**src/hw/rtl/lec_pkg.sv**
```systemverilog
// Shared types and constants of the line editor.
// No dependencies; every other file of the block but lec_ram uses it.
`default_nettype none

package lec_pkg;

  localparam int LINE_CAPACITY_DEF = 64;
  localparam int MAX_RESULTS       = 64;

  localparam int KEY_W   = 8;
  localparam int ACT_W   = 2;
  localparam int CNT_W   = 7;
  localparam int CFG_IDX_W = 3;

  // Result actions.
  localparam logic [ACT_W-1:0] ACT_ECHO   = 2'd0;
  localparam logic [ACT_W-1:0] ACT_RUBOUT = 2'd1;
  localparam logic [ACT_W-1:0] ACT_BELL   = 2'd2;
  localparam logic [ACT_W-1:0] ACT_END    = 2'd3;

  // Word erase phases.
  localparam logic [1:0] PH_IDLE   = 2'd0;
  localparam logic [1:0] PH_SPACES = 2'd1;
  localparam logic [1:0] PH_WORD   = 2'd2;

  // Configuration register indexes.
  localparam logic [CFG_IDX_W-1:0] CFG_LINE_LIMIT  = 3'd0;
  localparam logic [CFG_IDX_W-1:0] CFG_EOF_CODE    = 3'd1;
  localparam logic [CFG_IDX_W-1:0] CFG_ERASE_CODE  = 3'd2;
  localparam logic [CFG_IDX_W-1:0] CFG_WERASE_CODE = 3'd3;
  localparam logic [CFG_IDX_W-1:0] CFG_KILL_CODE   = 3'd4;

  // Register reset values.
  localparam logic [CNT_W-1:0] RST_LINE_LIMIT  = 7'd40;
  localparam logic [KEY_W-1:0] RST_EOF_CODE    = 8'd4;
  localparam logic [KEY_W-1:0] RST_ERASE_CODE  = 8'd127;
  localparam logic [KEY_W-1:0] RST_WERASE_CODE = 8'd23;
  localparam logic [KEY_W-1:0] RST_KILL_CODE   = 8'd21;

  localparam logic [KEY_W-1:0] SPACE_CHAR = 8'h20;
  localparam logic [KEY_W-1:0] PRINT_LO   = 8'h20;
  localparam logic [KEY_W-1:0] PRINT_HI   = 8'h7E;

  typedef struct packed {
    logic [CNT_W-1:0] line_limit;       // already saturated to the smaller of the line capacity and MAX_RESULTS
    logic [KEY_W-1:0] eof_code;
    logic [KEY_W-1:0] erase_code;
    logic [KEY_W-1:0] word_erase_code;
    logic [KEY_W-1:0] kill_code;
  } lec_cfg_t;

endpackage

`default_nettype wire

```
**src/hw/rtl/lec_if.sv**
```systemverilog
// Handshake channels of the line editor: key words in, result words out.
// Depends on lec_pkg.
`default_nettype none

interface lec_in_if;
  logic                      valid;
  logic                      ready;
  logic [lec_pkg::KEY_W-1:0] key_byte;

  modport source (output valid, output key_byte, input ready);
  modport sink   (input valid, input key_byte, output ready);
endinterface

interface lec_out_if;
  logic                      valid;
  logic                      ready;
  logic [lec_pkg::ACT_W-1:0] action;
  logic [lec_pkg::KEY_W-1:0] echo_char;
  logic [lec_pkg::CNT_W-1:0] line_length;
  logic                      last;

  modport source (output valid, output action, output echo_char, output line_length,
                  output last, input ready);
  modport sink   (input valid, input action, input echo_char, input line_length,
                  input last, output ready);
endinterface

`default_nettype wire

```
**src/hw/rtl/lec_ram.sv**
```systemverilog
// Generic single-port-write, single-port-read RAM with registered read data.
// No dependencies.
`default_nettype none

module lec_ram #(
  parameter int WIDTH = 8,
  parameter int DEPTH = 64
) (
  input  wire logic                     clk,
  input  wire logic                     we,
  input  wire logic [$clog2(DEPTH)-1:0] waddr,
  input  wire logic [WIDTH-1:0]         wdata,
  input  wire logic                     re,
  input  wire logic [$clog2(DEPTH)-1:0] raddr,
  output logic      [WIDTH-1:0]         rdata
);

  logic [WIDTH-1:0] mem [DEPTH];

  always_ff @(posedge clk) begin
    if (we) begin
      mem[waddr] <= wdata;
    end
    if (re) begin
      rdata <= mem[raddr];
    end
  end

endmodule

`default_nettype wire

```
**src/hw/rtl/lec_cfg.sv**
```systemverilog
// Configuration register file of the line editor; saturates the line limit.
// Depends on lec_pkg.
`default_nettype none

module lec_cfg #(
  parameter int LINE_CAPACITY = lec_pkg::LINE_CAPACITY_DEF
) (
  input  wire logic                          clk,
  input  wire logic                          rst_n,
  input  wire logic                          cfg_we,
  input  wire logic [lec_pkg::CFG_IDX_W-1:0] cfg_index,
  input  wire logic [lec_pkg::KEY_W-1:0]     cfg_wdata,
  output lec_pkg::lec_cfg_t                  cfg
);
  import lec_pkg::*;

  localparam int EFF_CAP = (LINE_CAPACITY < MAX_RESULTS) ? LINE_CAPACITY : MAX_RESULTS;
  localparam logic [CNT_W-1:0] EFF_CAP_V = CNT_W'(EFF_CAP);

  logic [CNT_W-1:0] limit_r;
  logic [KEY_W-1:0] eof_r, erase_r, werase_r, kill_r;

  always_ff @(posedge clk) begin
    if (!rst_n) begin
      limit_r  <= RST_LINE_LIMIT;
      eof_r    <= RST_EOF_CODE;
      erase_r  <= RST_ERASE_CODE;
      werase_r <= RST_WERASE_CODE;
      kill_r   <= RST_KILL_CODE;
    end else if (cfg_we) begin
      unique case (cfg_index)
        CFG_LINE_LIMIT:  limit_r  <= cfg_wdata[CNT_W-1:0];
        CFG_EOF_CODE:    eof_r    <= cfg_wdata;
        CFG_ERASE_CODE:  erase_r  <= cfg_wdata;
        CFG_WERASE_CODE: werase_r <= cfg_wdata;
        CFG_KILL_CODE:   kill_r   <= cfg_wdata;
        default: ;  // unmapped index: drop the write
      endcase
    end
  end

  always_comb begin
    cfg.line_limit      = (limit_r > EFF_CAP_V) ? EFF_CAP_V : limit_r;
    cfg.eof_code        = eof_r;
    cfg.erase_code      = erase_r;
    cfg.word_erase_code = werase_r;
    cfg.kill_code       = kill_r;
  end

endmodule

`default_nettype wire

```
**src/hw/rtl/lec_ctrl.sv**
```systemverilog
// Sequencer of the line editor: decodes a key word, reads and writes the line
// store RAM, and drives the result register. Depends on lec_pkg.
`default_nettype none

module lec_ctrl #(
  parameter int LINE_CAPACITY = lec_pkg::LINE_CAPACITY_DEF
) (
  input  wire logic                              clk,
  input  wire logic                              rst_n,
  input  wire lec_pkg::lec_cfg_t                 cfg,
  input  wire logic                              in_valid,
  output logic                                   in_ready,
  input  wire logic [lec_pkg::KEY_W-1:0]         in_key,
  output logic                                   out_valid,
  input  wire logic                              out_ready,
  output logic      [lec_pkg::ACT_W-1:0]         out_action,
  output logic      [lec_pkg::KEY_W-1:0]         out_char,
  output logic      [lec_pkg::CNT_W-1:0]         out_len,
  output logic                                   out_last,
  output logic                                   ram_we,
  output logic      [$clog2(LINE_CAPACITY)-1:0]  ram_waddr,
  output logic      [lec_pkg::KEY_W-1:0]         ram_wdata,
  output logic                                   ram_re,
  output logic      [$clog2(LINE_CAPACITY)-1:0]  ram_raddr,
  input  wire logic [lec_pkg::KEY_W-1:0]         ram_rdata
);
  import lec_pkg::*;

  localparam int AW = $clog2(LINE_CAPACITY);
  localparam int EFF_CAP = (LINE_CAPACITY < MAX_RESULTS) ? LINE_CAPACITY : MAX_RESULTS;

  localparam logic [2:0] S_IDLE = 3'd0;
  localparam logic [2:0] S_DEC  = 3'd1;
  localparam logic [2:0] S_KILL = 3'd2;
  localparam logic [2:0] S_WCHK = 3'd3;
  localparam logic [2:0] S_WFIN = 3'd4;

  logic [2:0]       state_r, state_nxt;
  logic [KEY_W-1:0] key_r, key_nxt;
  logic [CNT_W-1:0] cnt_r, cnt_nxt;
  logic [1:0]       phase_r, phase_nxt;
  logic             pend_r, pend_nxt;

  logic             out_valid_r;
  logic [ACT_W-1:0] out_act_r;
  logic [KEY_W-1:0] out_char_r;
  logic [CNT_W-1:0] out_len_r;
  logic             out_last_r;

  logic             out_free;
  logic             emit;
  logic [ACT_W-1:0] e_act;
  logic [KEY_W-1:0] e_char;
  logic [CNT_W-1:0] e_len;
  logic             e_last;
  logic             rub;
  logic [CNT_W-1:0] lim;

  assign lim      = cfg.line_limit;
  assign out_free = !out_valid_r || out_ready;
  // In the word erase scan: does the character just read go too?
  assign rub      = (phase_r == PH_SPACES) || (ram_rdata != SPACE_CHAR);

  always_comb begin
    state_nxt = state_r;
    key_nxt   = key_r;
    cnt_nxt   = cnt_r;
    phase_nxt = phase_r;
    pend_nxt  = pend_r;
    emit      = 1'b0;
    e_act     = ACT_BELL;
    e_char    = '0;
    e_len     = cnt_r;
    e_last    = 1'b1;
    ram_we    = 1'b0;
    ram_re    = 1'b0;
    ram_raddr = AW'(cnt_r - CNT_W'(1));
    in_ready  = (state_r == S_IDLE);

    unique case (state_r)
      S_IDLE: begin
        if (in_valid) begin
          key_nxt   = in_key;
          cnt_nxt   = (cnt_r > lim) ? lim : cnt_r;
          state_nxt = S_DEC;
        end
      end
      S_DEC: begin
        priority if (key_r == cfg.eof_code) begin
          if (out_free) begin
            emit      = 1'b1;
            e_act     = (cnt_r == '0) ? ACT_END : ACT_BELL;
            state_nxt = S_IDLE;
          end
        end else if (key_r == cfg.erase_code) begin
          if (cnt_r == '0) begin
            state_nxt = S_IDLE;
          end else if (out_free) begin
            emit      = 1'b1;
            e_act     = ACT_RUBOUT;
            e_len     = cnt_r - CNT_W'(1);
            cnt_nxt   = cnt_r - CNT_W'(1);
            state_nxt = S_IDLE;
          end
        end else if (key_r == cfg.word_erase_code) begin
          if (cnt_r == '0) begin
            state_nxt = S_IDLE;
          end else begin
            ram_re    = 1'b1;
            phase_nxt = PH_SPACES;
            pend_nxt  = 1'b0;
            state_nxt = S_WCHK;
          end
        end else if (key_r == cfg.kill_code) begin
          state_nxt = (cnt_r == '0) ? S_IDLE : S_KILL;
        end else if (key_r >= PRINT_LO && key_r <= PRINT_HI) begin
          if (out_free) begin
            emit      = 1'b1;
            state_nxt = S_IDLE;
            if (cnt_r < lim) begin
              ram_we  = 1'b1;
              e_act   = ACT_ECHO;
              e_char  = key_r;
              e_len   = cnt_r + CNT_W'(1);
              cnt_nxt = cnt_r + CNT_W'(1);
            end
          end
        end else begin
          if (out_free) begin
            emit      = 1'b1;
            state_nxt = S_IDLE;
          end
        end
      end
      S_KILL: begin
        if (out_free) begin
          emit    = 1'b1;
          e_act   = ACT_RUBOUT;
          e_len   = cnt_r - CNT_W'(1);
          e_last  = (cnt_r == CNT_W'(1));
          cnt_nxt = cnt_r - CNT_W'(1);
          if (cnt_r == CNT_W'(1)) begin
            state_nxt = S_IDLE;
          end
        end
      end
      S_WCHK: begin
        // The pending rubout learns its last flag from the character read now.
        if (!pend_r || out_free) begin
          if (pend_r) begin
            emit   = 1'b1;
            e_act  = ACT_RUBOUT;
            e_last = !rub;
          end
          if (rub) begin
            cnt_nxt  = cnt_r - CNT_W'(1);
            pend_nxt = 1'b1;
            if (ram_rdata != SPACE_CHAR) begin
              phase_nxt = PH_WORD;
            end
            if (cnt_r == CNT_W'(1)) begin
              state_nxt = S_WFIN;
            end else begin
              ram_re    = 1'b1;
              ram_raddr = AW'(cnt_r - CNT_W'(2));
            end
          end else begin
            pend_nxt  = 1'b0;
            phase_nxt = PH_IDLE;
            state_nxt = S_IDLE;
          end
        end
      end
      S_WFIN: begin
        if (out_free) begin
          emit      = 1'b1;
          e_act     = ACT_RUBOUT;
          pend_nxt  = 1'b0;
          phase_nxt = PH_IDLE;
          state_nxt = S_IDLE;
        end
      end
      default: state_nxt = S_IDLE;
    endcase
  end

  assign ram_waddr = AW'(cnt_r);
  assign ram_wdata = key_r;

  always_ff @(posedge clk) begin
    if (!rst_n) begin
      state_r     <= S_IDLE;
      cnt_r       <= '0;
      phase_r     <= PH_IDLE;
      pend_r      <= 1'b0;
      out_valid_r <= 1'b0;
    end else begin
      state_r <= state_nxt;
      cnt_r   <= cnt_nxt;
      phase_r <= phase_nxt;
      pend_r  <= pend_nxt;
      if (emit) begin
        out_valid_r <= 1'b1;
      end else if (out_ready) begin
        out_valid_r <= 1'b0;
      end
    end
  end

  always_ff @(posedge clk) begin
    key_r <= key_nxt;
    if (emit) begin
      out_act_r  <= e_act;
      out_char_r <= e_char;
      out_len_r  <= e_len;
      out_last_r <= e_last;
    end
  end

  assign out_valid  = out_valid_r;
  assign out_action = out_act_r;
  assign out_char   = out_char_r;
  assign out_len    = out_len_r;
  assign out_last   = out_last_r;

  // The count never exceeds the capacity of the line store.
  a_cnt_bound: assert property (@(posedge clk) disable iff (!rst_n)
    cnt_r <= CNT_W'(EFF_CAP))
    else $error("line count above capacity");

  // Echo words carry a printable byte and a non-empty line.
  a_echo_word: assert property (@(posedge clk) disable iff (!rst_n)
    (out_valid_r && out_act_r == ACT_ECHO) |->
      (out_char_r >= PRINT_LO && out_char_r <= PRINT_HI && out_len_r != '0))
    else $error("bad echo word");

  // Every word other than echo carries a zero character.
  a_char_zero: assert property (@(posedge clk) disable iff (!rst_n)
    (out_valid_r && out_act_r != ACT_ECHO) |-> (out_char_r == '0))
    else $error("non-echo word with character");

  // A rubout that is not the last one keeps the sequencer busy.
  a_rub_busy: assert property (@(posedge clk) disable iff (!rst_n)
    (emit && e_act == ACT_RUBOUT && !e_last) |=> (state_r != S_IDLE))
    else $error("rubout chain ended early");

  // No new key is taken while a word erase still holds a rubout back.
  a_pend_scan: assert property (@(posedge clk) disable iff (!rst_n)
    pend_r |-> (state_r == S_WCHK || state_r == S_WFIN))
    else $error("pending rubout outside word erase");

endmodule

`default_nettype wire

```
**src/hw/rtl/line_editor_echo_control.sv**
```systemverilog
// Top level of the canonical line editor with echo control.
// Depends on lec_pkg, lec_if, lec_ram, lec_cfg and lec_ctrl.
//
//   channel  | dir | words                                   | accepted when
//   ---------+-----+-----------------------------------------+------------------------
//   in_ch    | in  | key_byte                                | in_ch.valid & ready
//   out_ch   | out | action, echo_char, line_length, last    | out_ch.valid & ready
//   cfg_*    | in  | cfg_index, cfg_wdata                    | cfg_we
//
// Sequence: a key word is latched in S_IDLE and decoded in S_DEC, which completes a
// single-result key (erase included). Kill then emits one rubout a cycle from S_KILL
// and word erase reads the line store RAM one character a cycle in S_WCHK, both while
// results are taken (registered read data, prefetching the next character while the
// current rubout waits for its last flag); word erase sends its final rubout from
// S_WFIN. Reset (rst_n low, synchronous) empties the line and restores the default
// codes and limit; the line store itself is not cleared, since only entries below the
// count are ever read. A stalled result channel holds the sequencer in place.
`default_nettype none

module line_editor_echo_control #(
  parameter int LINE_CAPACITY = lec_pkg::LINE_CAPACITY_DEF
) (
  input  wire logic                          clk,
  input  wire logic                          rst_n,
  lec_in_if.sink                             in_ch,
  lec_out_if.source                          out_ch,
  input  wire logic                          cfg_we,
  input  wire logic [lec_pkg::CFG_IDX_W-1:0] cfg_index,
  input  wire logic [lec_pkg::KEY_W-1:0]     cfg_wdata
);
  import lec_pkg::*;

  localparam int AW = $clog2(LINE_CAPACITY);

  lec_cfg_t         cfg;
  logic             ram_we;
  logic [AW-1:0]    ram_waddr;
  logic [KEY_W-1:0] ram_wdata;
  logic             ram_re;
  logic [AW-1:0]    ram_raddr;
  logic [KEY_W-1:0] ram_rdata;

  // Registers: limit is saturated to the smaller of the line capacity and MAX_RESULTS before use.
  lec_cfg #(.LINE_CAPACITY(LINE_CAPACITY)) u_cfg (
    .clk       (clk),
    .rst_n     (rst_n),
    .cfg_we    (cfg_we),
    .cfg_index (cfg_index),
    .cfg_wdata (cfg_wdata),
    .cfg       (cfg)
  );

  // Line store: written on echo, read back during word erase. Writes and reads
  // happen in different items, so no forwarding path is needed.
  lec_ram #(.WIDTH(KEY_W), .DEPTH(LINE_CAPACITY)) u_line_ram (
    .clk   (clk),
    .we    (ram_we),
    .waddr (ram_waddr),
    .wdata (ram_wdata),
    .re    (ram_re),
    .raddr (ram_raddr),
    .rdata (ram_rdata)
  );

  // Sequencer and result register.
  lec_ctrl #(.LINE_CAPACITY(LINE_CAPACITY)) u_ctrl (
    .clk        (clk),
    .rst_n      (rst_n),
    .cfg        (cfg),
    .in_valid   (in_ch.valid),
    .in_ready   (in_ch.ready),
    .in_key     (in_ch.key_byte),
    .out_valid  (out_ch.valid),
    .out_ready  (out_ch.ready),
    .out_action (out_ch.action),
    .out_char   (out_ch.echo_char),
    .out_len    (out_ch.line_length),
    .out_last   (out_ch.last),
    .ram_we     (ram_we),
    .ram_waddr  (ram_waddr),
    .ram_wdata  (ram_wdata),
    .ram_re     (ram_re),
    .ram_raddr  (ram_raddr),
    .ram_rdata  (ram_rdata)
  );

endmodule

`default_nettype wire
```
**src/flat_wrapper.sv**
```systemverilog
// flat-port wrapper written by rule: the top's interface ports become plain ports
module line_editor_echo_control_flat import lec_pkg::*;
#(
  parameter int LINE_CAPACITY = lec_pkg::LINE_CAPACITY_DEF
)
  (clk, rst_n, cfg_we, cfg_index, cfg_wdata, in_ch_valid, in_ch_key_byte, in_ch_ready, out_ch_valid, out_ch_action, out_ch_echo_char, out_ch_line_length, out_ch_last, out_ch_ready);
  lec_in_if in_ch_i ();
  lec_out_if out_ch_i ();
  input  wire logic clk;
  input  wire logic rst_n;
  input  wire logic cfg_we;
  input  wire logic [lec_pkg::CFG_IDX_W-1:0] cfg_index;
  input  wire logic [lec_pkg::KEY_W-1:0] cfg_wdata;
  input wire logic [$bits(in_ch_i.valid)-1:0] in_ch_valid;
  input wire logic [$bits(in_ch_i.key_byte)-1:0] in_ch_key_byte;
  output wire logic [$bits(in_ch_i.ready)-1:0] in_ch_ready;
  output wire logic [$bits(out_ch_i.valid)-1:0] out_ch_valid;
  output wire logic [$bits(out_ch_i.action)-1:0] out_ch_action;
  output wire logic [$bits(out_ch_i.echo_char)-1:0] out_ch_echo_char;
  output wire logic [$bits(out_ch_i.line_length)-1:0] out_ch_line_length;
  output wire logic [$bits(out_ch_i.last)-1:0] out_ch_last;
  input wire logic [$bits(out_ch_i.ready)-1:0] out_ch_ready;
  assign in_ch_i.valid = in_ch_valid;
  assign in_ch_i.key_byte = in_ch_key_byte;
  assign in_ch_ready = in_ch_i.ready;
  assign out_ch_valid = out_ch_i.valid;
  assign out_ch_action = out_ch_i.action;
  assign out_ch_echo_char = out_ch_i.echo_char;
  assign out_ch_line_length = out_ch_i.line_length;
  assign out_ch_last = out_ch_i.last;
  assign out_ch_i.ready = out_ch_ready;
  line_editor_echo_control #(.LINE_CAPACITY(LINE_CAPACITY)) u_core (.clk(clk), .rst_n(rst_n), .in_ch(in_ch_i), .out_ch(out_ch_i), .cfg_we(cfg_we), .cfg_index(cfg_index), .cfg_wdata(cfg_wdata));
endmodule
```
**config.mk**
```make
export PLATFORM = sky130hd
export DESIGN_NAME = line_editor_echo_control_flat
export DESIGN_NICKNAME = d
export VERILOG_FILES = /design/src/hw/rtl/lec_pkg.sv /design/src/hw/rtl/lec_if.sv /design/src/hw/rtl/lec_ram.sv /design/src/hw/rtl/lec_cfg.sv /design/src/hw/rtl/lec_ctrl.sv /design/src/hw/rtl/line_editor_echo_control.sv /design/src/flat_wrapper.sv
export SDC_FILE = /design/constraint.sdc
export NUM_CORES = 1
export LEC_CHECK = 0
export BUFFER_PORTS_ARGS = -buffer_cell sky130_fd_sc_hd__buf_2
export CAP_MARGIN = 20
export CORE_ASPECT_RATIO = 1.25
export CORE_MARGIN = 2
export CORE_UTILIZATION = 35
export CTS_BUF_LIST = sky130_fd_sc_hd__clkbuf_4
export DETAILED_ROUTE_END_ITERATION = 16
export MAX_ROUTING_LAYER = met4
export PLACE_DENSITY_LB_ADDON = 0.12
export RECOVER_POWER = 100
export SLEW_MARGIN = 20
export SYNTH_ARGS = -nofsm -noshare
export SYNTH_HDL_FRONTEND = slang
export SYNTH_SLANG_ARGS = --single-unit
```
**constraint.sdc**
```tcl
create_clock -name clk -period 4.7 [get_ports clk]
set_clock_uncertainty 0.1 [all_clocks]
set_input_delay 0.235 -clock clk [delete_from_list [all_inputs] [get_ports clk]]
set_output_delay 0.235 -clock clk [all_outputs]
set_load 0.01 [all_outputs]
```
==> results.py <==
metrics = {
    "outcome": {
        "status": "finished with violations",
        "failed_checks": "max-capacitance violations, max-slew violations",
    },
    "routing": {
        "finalWirelength_um": 92500,
        "viasPerCell": 5.69,
        "ant_nets": 0,
        "wl_per_cell_um": 26.0,
        "vias": 20300,
        "drt-pass1-iter-count": 7,
        "drc": 0,
        "drt_iter0_markers": 1743,
    },
    "worst_setup_path": {
        "cp_cell_sequence": "or4_1, or3_1, nand3_4, buf_4, mux4_2, a221oi_1, a22oi_1, o211ai_1",
        "crit_fanout": 17,
        "cp.buffers_inverters": 1,
        "cp.arrival_ps": 5290,
        "endpoint_kind": "flip-flop",
        "rr_worst_depth": 8,
        "cp.required_ps": 5450,
        "slowest_delay_ps": 850,
        "reg2reg_slack_ps": 170,
        "worst_r2r_startpoint": "u_core.u_line_ram.rdata[1]",
        "crit_slowest_cell": "a221oi_1",
        "critical_path.startpoint_type": "flip-flop",
        "critical_path_class": "reg2reg",
        "r2r-end": "u_core.u_line_ram.rdata[0]",
        "path_delay_family": "simple AND/OR/NAND/NOR gates",
    },
    "power_and_ir_drop": {
        "p_total_mw": 19.7,
        "p_leak_nw": 11.1,
        "power.density_nw_per_um2": 596,
        "peakVddDrop_mv": 0.349,
    },
    "global_route": {
        "grt_overflow": 0,
        "first_global_vias": 20300,
        "grt_pass1_wl_um": 135000,
        "grt_use_total_pct": 22.7,
        "grt_antenna_before_repair": 2,
        "grt_max_degree": 106,
    },
    "floorplanning": {
        "die_y_um": 324,
        "die_area_um2": 84100,
        "pin_count": 44,
        "row_count": 117,
        "start_util_pct": 35.2,
        "fp.coreArea_um2": 81200,
        "die_w_um": 260,
    },
    "placement": {
        "hpwl_um": 60100,
        "gp_congestion": 0.905,
        "port_buffers": 43,
        "place_area_um2": 30800,
        "dp_slack_ps": 198,
    },
    "sta": {
        "tns_ps": 0,
        "worst_pin_slew_ps": 3320,
        "fin_crit_sh_pct": 96.5,
        "fmaxAchievable_mhz": 221,
        "timing.hold.ws_ps": 231,
        "setup_viol": 0,
        "finalMaxSlewViolations": 404,
        "relSlewSlack_pct": -122,
        "hold_viol_final": 0,
        "setup_ws_ps": 166,
        "fin_crit_ps": 4530,
        "grt_setup_unrepaired": "false",
    },
    "worst_hold_path": {
        "whs_path_depth": 5,
        "hold_path_end": "u_core.u_cfg.kill_r[4]",
        "worstHoldStart": "cfg_we",
        "hp-class": "in2reg",
    },
    "synthesis": {
        "syn-cell-area_um2": 28600,
        "synthFlopType": "edfxtp_1",
        "ys_ff_latch": 599,
        "postSynth.asyncResetShare_pct": 0,
        "syn_inst": 2140,
        "synth_nets": 2179,
        "synth_edf_count": 546,
        "seq_area_frac_synth_pct": 61.0,
        "avgSynthCellArea_um2": 13.4,
        "ys_types": 83,
        "yosysWarnings": 0,
    },
    "clock_tree": {
        "insertion_delay_ps": 1030,
        "cts_made_buffers": 153,
        "cts_tree": "yes",
        "cts-root-buf": "clkbuf_4",
        "post_cts_buffers": 0,
        "cts_sinks": 599,
        "cts_htree_levels": 4,
        "clk_pin_slew_ps": 60,
        "ctsLongestPathBuffers": 3,
    },
    "finish": {
        "fill_cells": 7683,
        "drive_above_1_share_pct": 19.2,
        "syn_to_final_growth_pct": 15.3,
        "nNetsFinal": 2415,
        "design_area_um2": 33000,
    },
    "job": {
        "drv_cap": 8,
    },
}
## area by class of cell
cell class,count,area [µm²],area share (%)
Clock inverter,51,318,0.963
Multi-Input combinational cell,1368,10600,32.1
Inverter,13,48.8,0.148
Clock buffer,212,1590,4.82
Tap cell,1071,1340,4.06
Timing Repair Buffer,241,1650,5.00
Antenna cell,3,7.51,0.0227
Sequential cell,599,17500,52.9
## cells in the mapped netlist, drive strengths merged, types with 4 or more instances
cell type	number	area (µm²)
a221o	11	110
clkbuf	113	424
or3	6	42.5
o211ai	20	150
a22oi	10	75.1
xnor2	20	175
a211oi	34	255
inv	12	45.0
and2	13	81.3
a2bb2oi	4	35.0
o22ai	91	569
mux2	30	338
nor2	130	488
a221oi	12	105
nand2	165	619
mux2i	255	2550
and3	24	150
nor2b	19	119
a211o	12	105
a21oi	48	240
nor3	33	170
o21ai	63	319
a32oi	11	96.3
o21a	12	90.1
o2111ai	8	70.1
xor2	18	158
a22o	5	43.8
buf	47	233
o31ai	17	133
nand2b	5	31.3
nand4	19	119
edfxtp	546	16400
ha	15	188
mux4	66	1490
o221ai	20	175
or4	7	52.6
nor4	18	119
nand3	71	355
dfxtp	53	1060
a31oi	16	100
o32a	5	50.1
## metal layers
layer,up-vias,part of all wire [%],GRT usage (%)
li1,9069,-,-
met1,10200,40,26.9
met2,769,51,38.6
met3,175,5.4,3.87
met4,0,3.5,8.70
met5,-,0,-
## worst reg2reg max path, delay by kind of cell, from the launching register on
family	cells	cell delay, ps
and+or+nand+nor	3	1690
AOI/OAI and AO/OA	3	1210
muxes	1	620
buffers and inverters	1	410
DFF	1	350
## metrics by stage
stage / std cells / util (%)
after detailed placement: 3239 / 37.9
after floorplan: 2140 / -
final: 3558 / 40.6
after CTS: 3555 / 40.9
after global routing: 3557 / 40.6
after global placement: 3239 / 37.9
## cells by family after synthesis
group | after synthesis | synth area share [%]
XOR/XNOR | 38 | 1.16
buffers and inverters | 173 | 2.47
AND/OR/NAND/NOR | 526 | 8.69
other | 1 | 0.0131
multiplexers | 351 | 15.3
adder cells (fa/ha/maj) | 15 | 0.656
flip-flops | 599 | 61.0
AO/OA/AOI/OAI | 437 | 10.7
## what timing repair did
item                      4_1_cts  5_1_grt
hold endpoints to repair       76        0
resized for setup               0        0
hold buffers                   53        0
## worst max-delay path by stage
stage / startpoint / end / slack (ps) / depth (start not counted)
6_report: u_core.u_line_ram.rdata[1] / u_core.u_line_ram.rdata[0] / 170 / 8
5_1_grt: u_core.u_line_ram.rdata[1] / u_core.u_line_ram.rdata[3] / 0.4 / 8
4_1_cts: u_core.u_line_ram.rdata[0] / u_core.u_line_ram.rdata[0] / 180 / 8
3_5_place_dp: u_core.u_line_ram.rdata[0] / u_core.u_line_ram.rdata[0] / 200 / 8
3_3_place_gp: u_core.u_line_ram.rdata[1] / u_core.u_line_ram.rdata[0] / 200 / 8
2_1_floorplan: u_core.u_ctrl.cnt_r[0] / u_core.u_ctrl.out_action[0] / 320 / 13
## layout by cell type, fill, tap and decap left out, types with 16 or more instances in the layout
cell type      count
a211oi_1          34
a21oi_1           48
a31oi_1           16
and3_1            24
buf_2             21
buf_4             67
clkbuf_1          62
clkbuf_2          32
clkbuf_4         212
clkinv_1          38
dfxtp_1           51
dlygate4sd3_1     53
edfxtp_1         546
mux2_2            30
mux2i_1          255
mux4_2            66
nand2_1          164
nand3_1           69
nand4_1           19
nor2_1           129
nor2b_1           19
nor3_1            31
nor4_1            16
o211ai_1          20
o21ai_0           60
o221ai_1          20
o22ai_1           91
xnor2_1           20
xor2_1            17
## flip-flops by register name, indices dropped and copies added (netlist names)
register / flops
u_core.u_cfg.erase_r: 8
u_core.u_ctrl.out_action: 2
u_core.u_cfg.kill_r: 8
u_core.u_cfg.eof_r: 8
u_core.u_ctrl.out_len: 7
u_core.u_ctrl.state_r: 3
u_core.u_ctrl.pend_r: 1
u_core.u_ctrl.cnt_r: 7
u_core.u_line_ram.rdata: 8
u_core.u_cfg.limit_r: 7
u_core.u_ctrl.out_last: 1
u_core.u_ctrl.out_char: 8
u_core.u_ctrl.phase_r: 2
u_core.u_ctrl.ram_wdata: 8
u_core.u_cfg.werase_r: 8
u_core.u_ctrl.out_valid: 1
u_core.u_line_ram.mem: 512
## power breakdown
| part | leakage [nW] | internal, mW | switching [mW] |
|---|---|---|---|
| combinational | 4.60 | 3.16 | 5.65 |
| sequential | 5.35 | 6.28 | 0.134 |
| clock | 1.12 | 2.30 | 2.15 |
(Power assumes the default switching activity.)
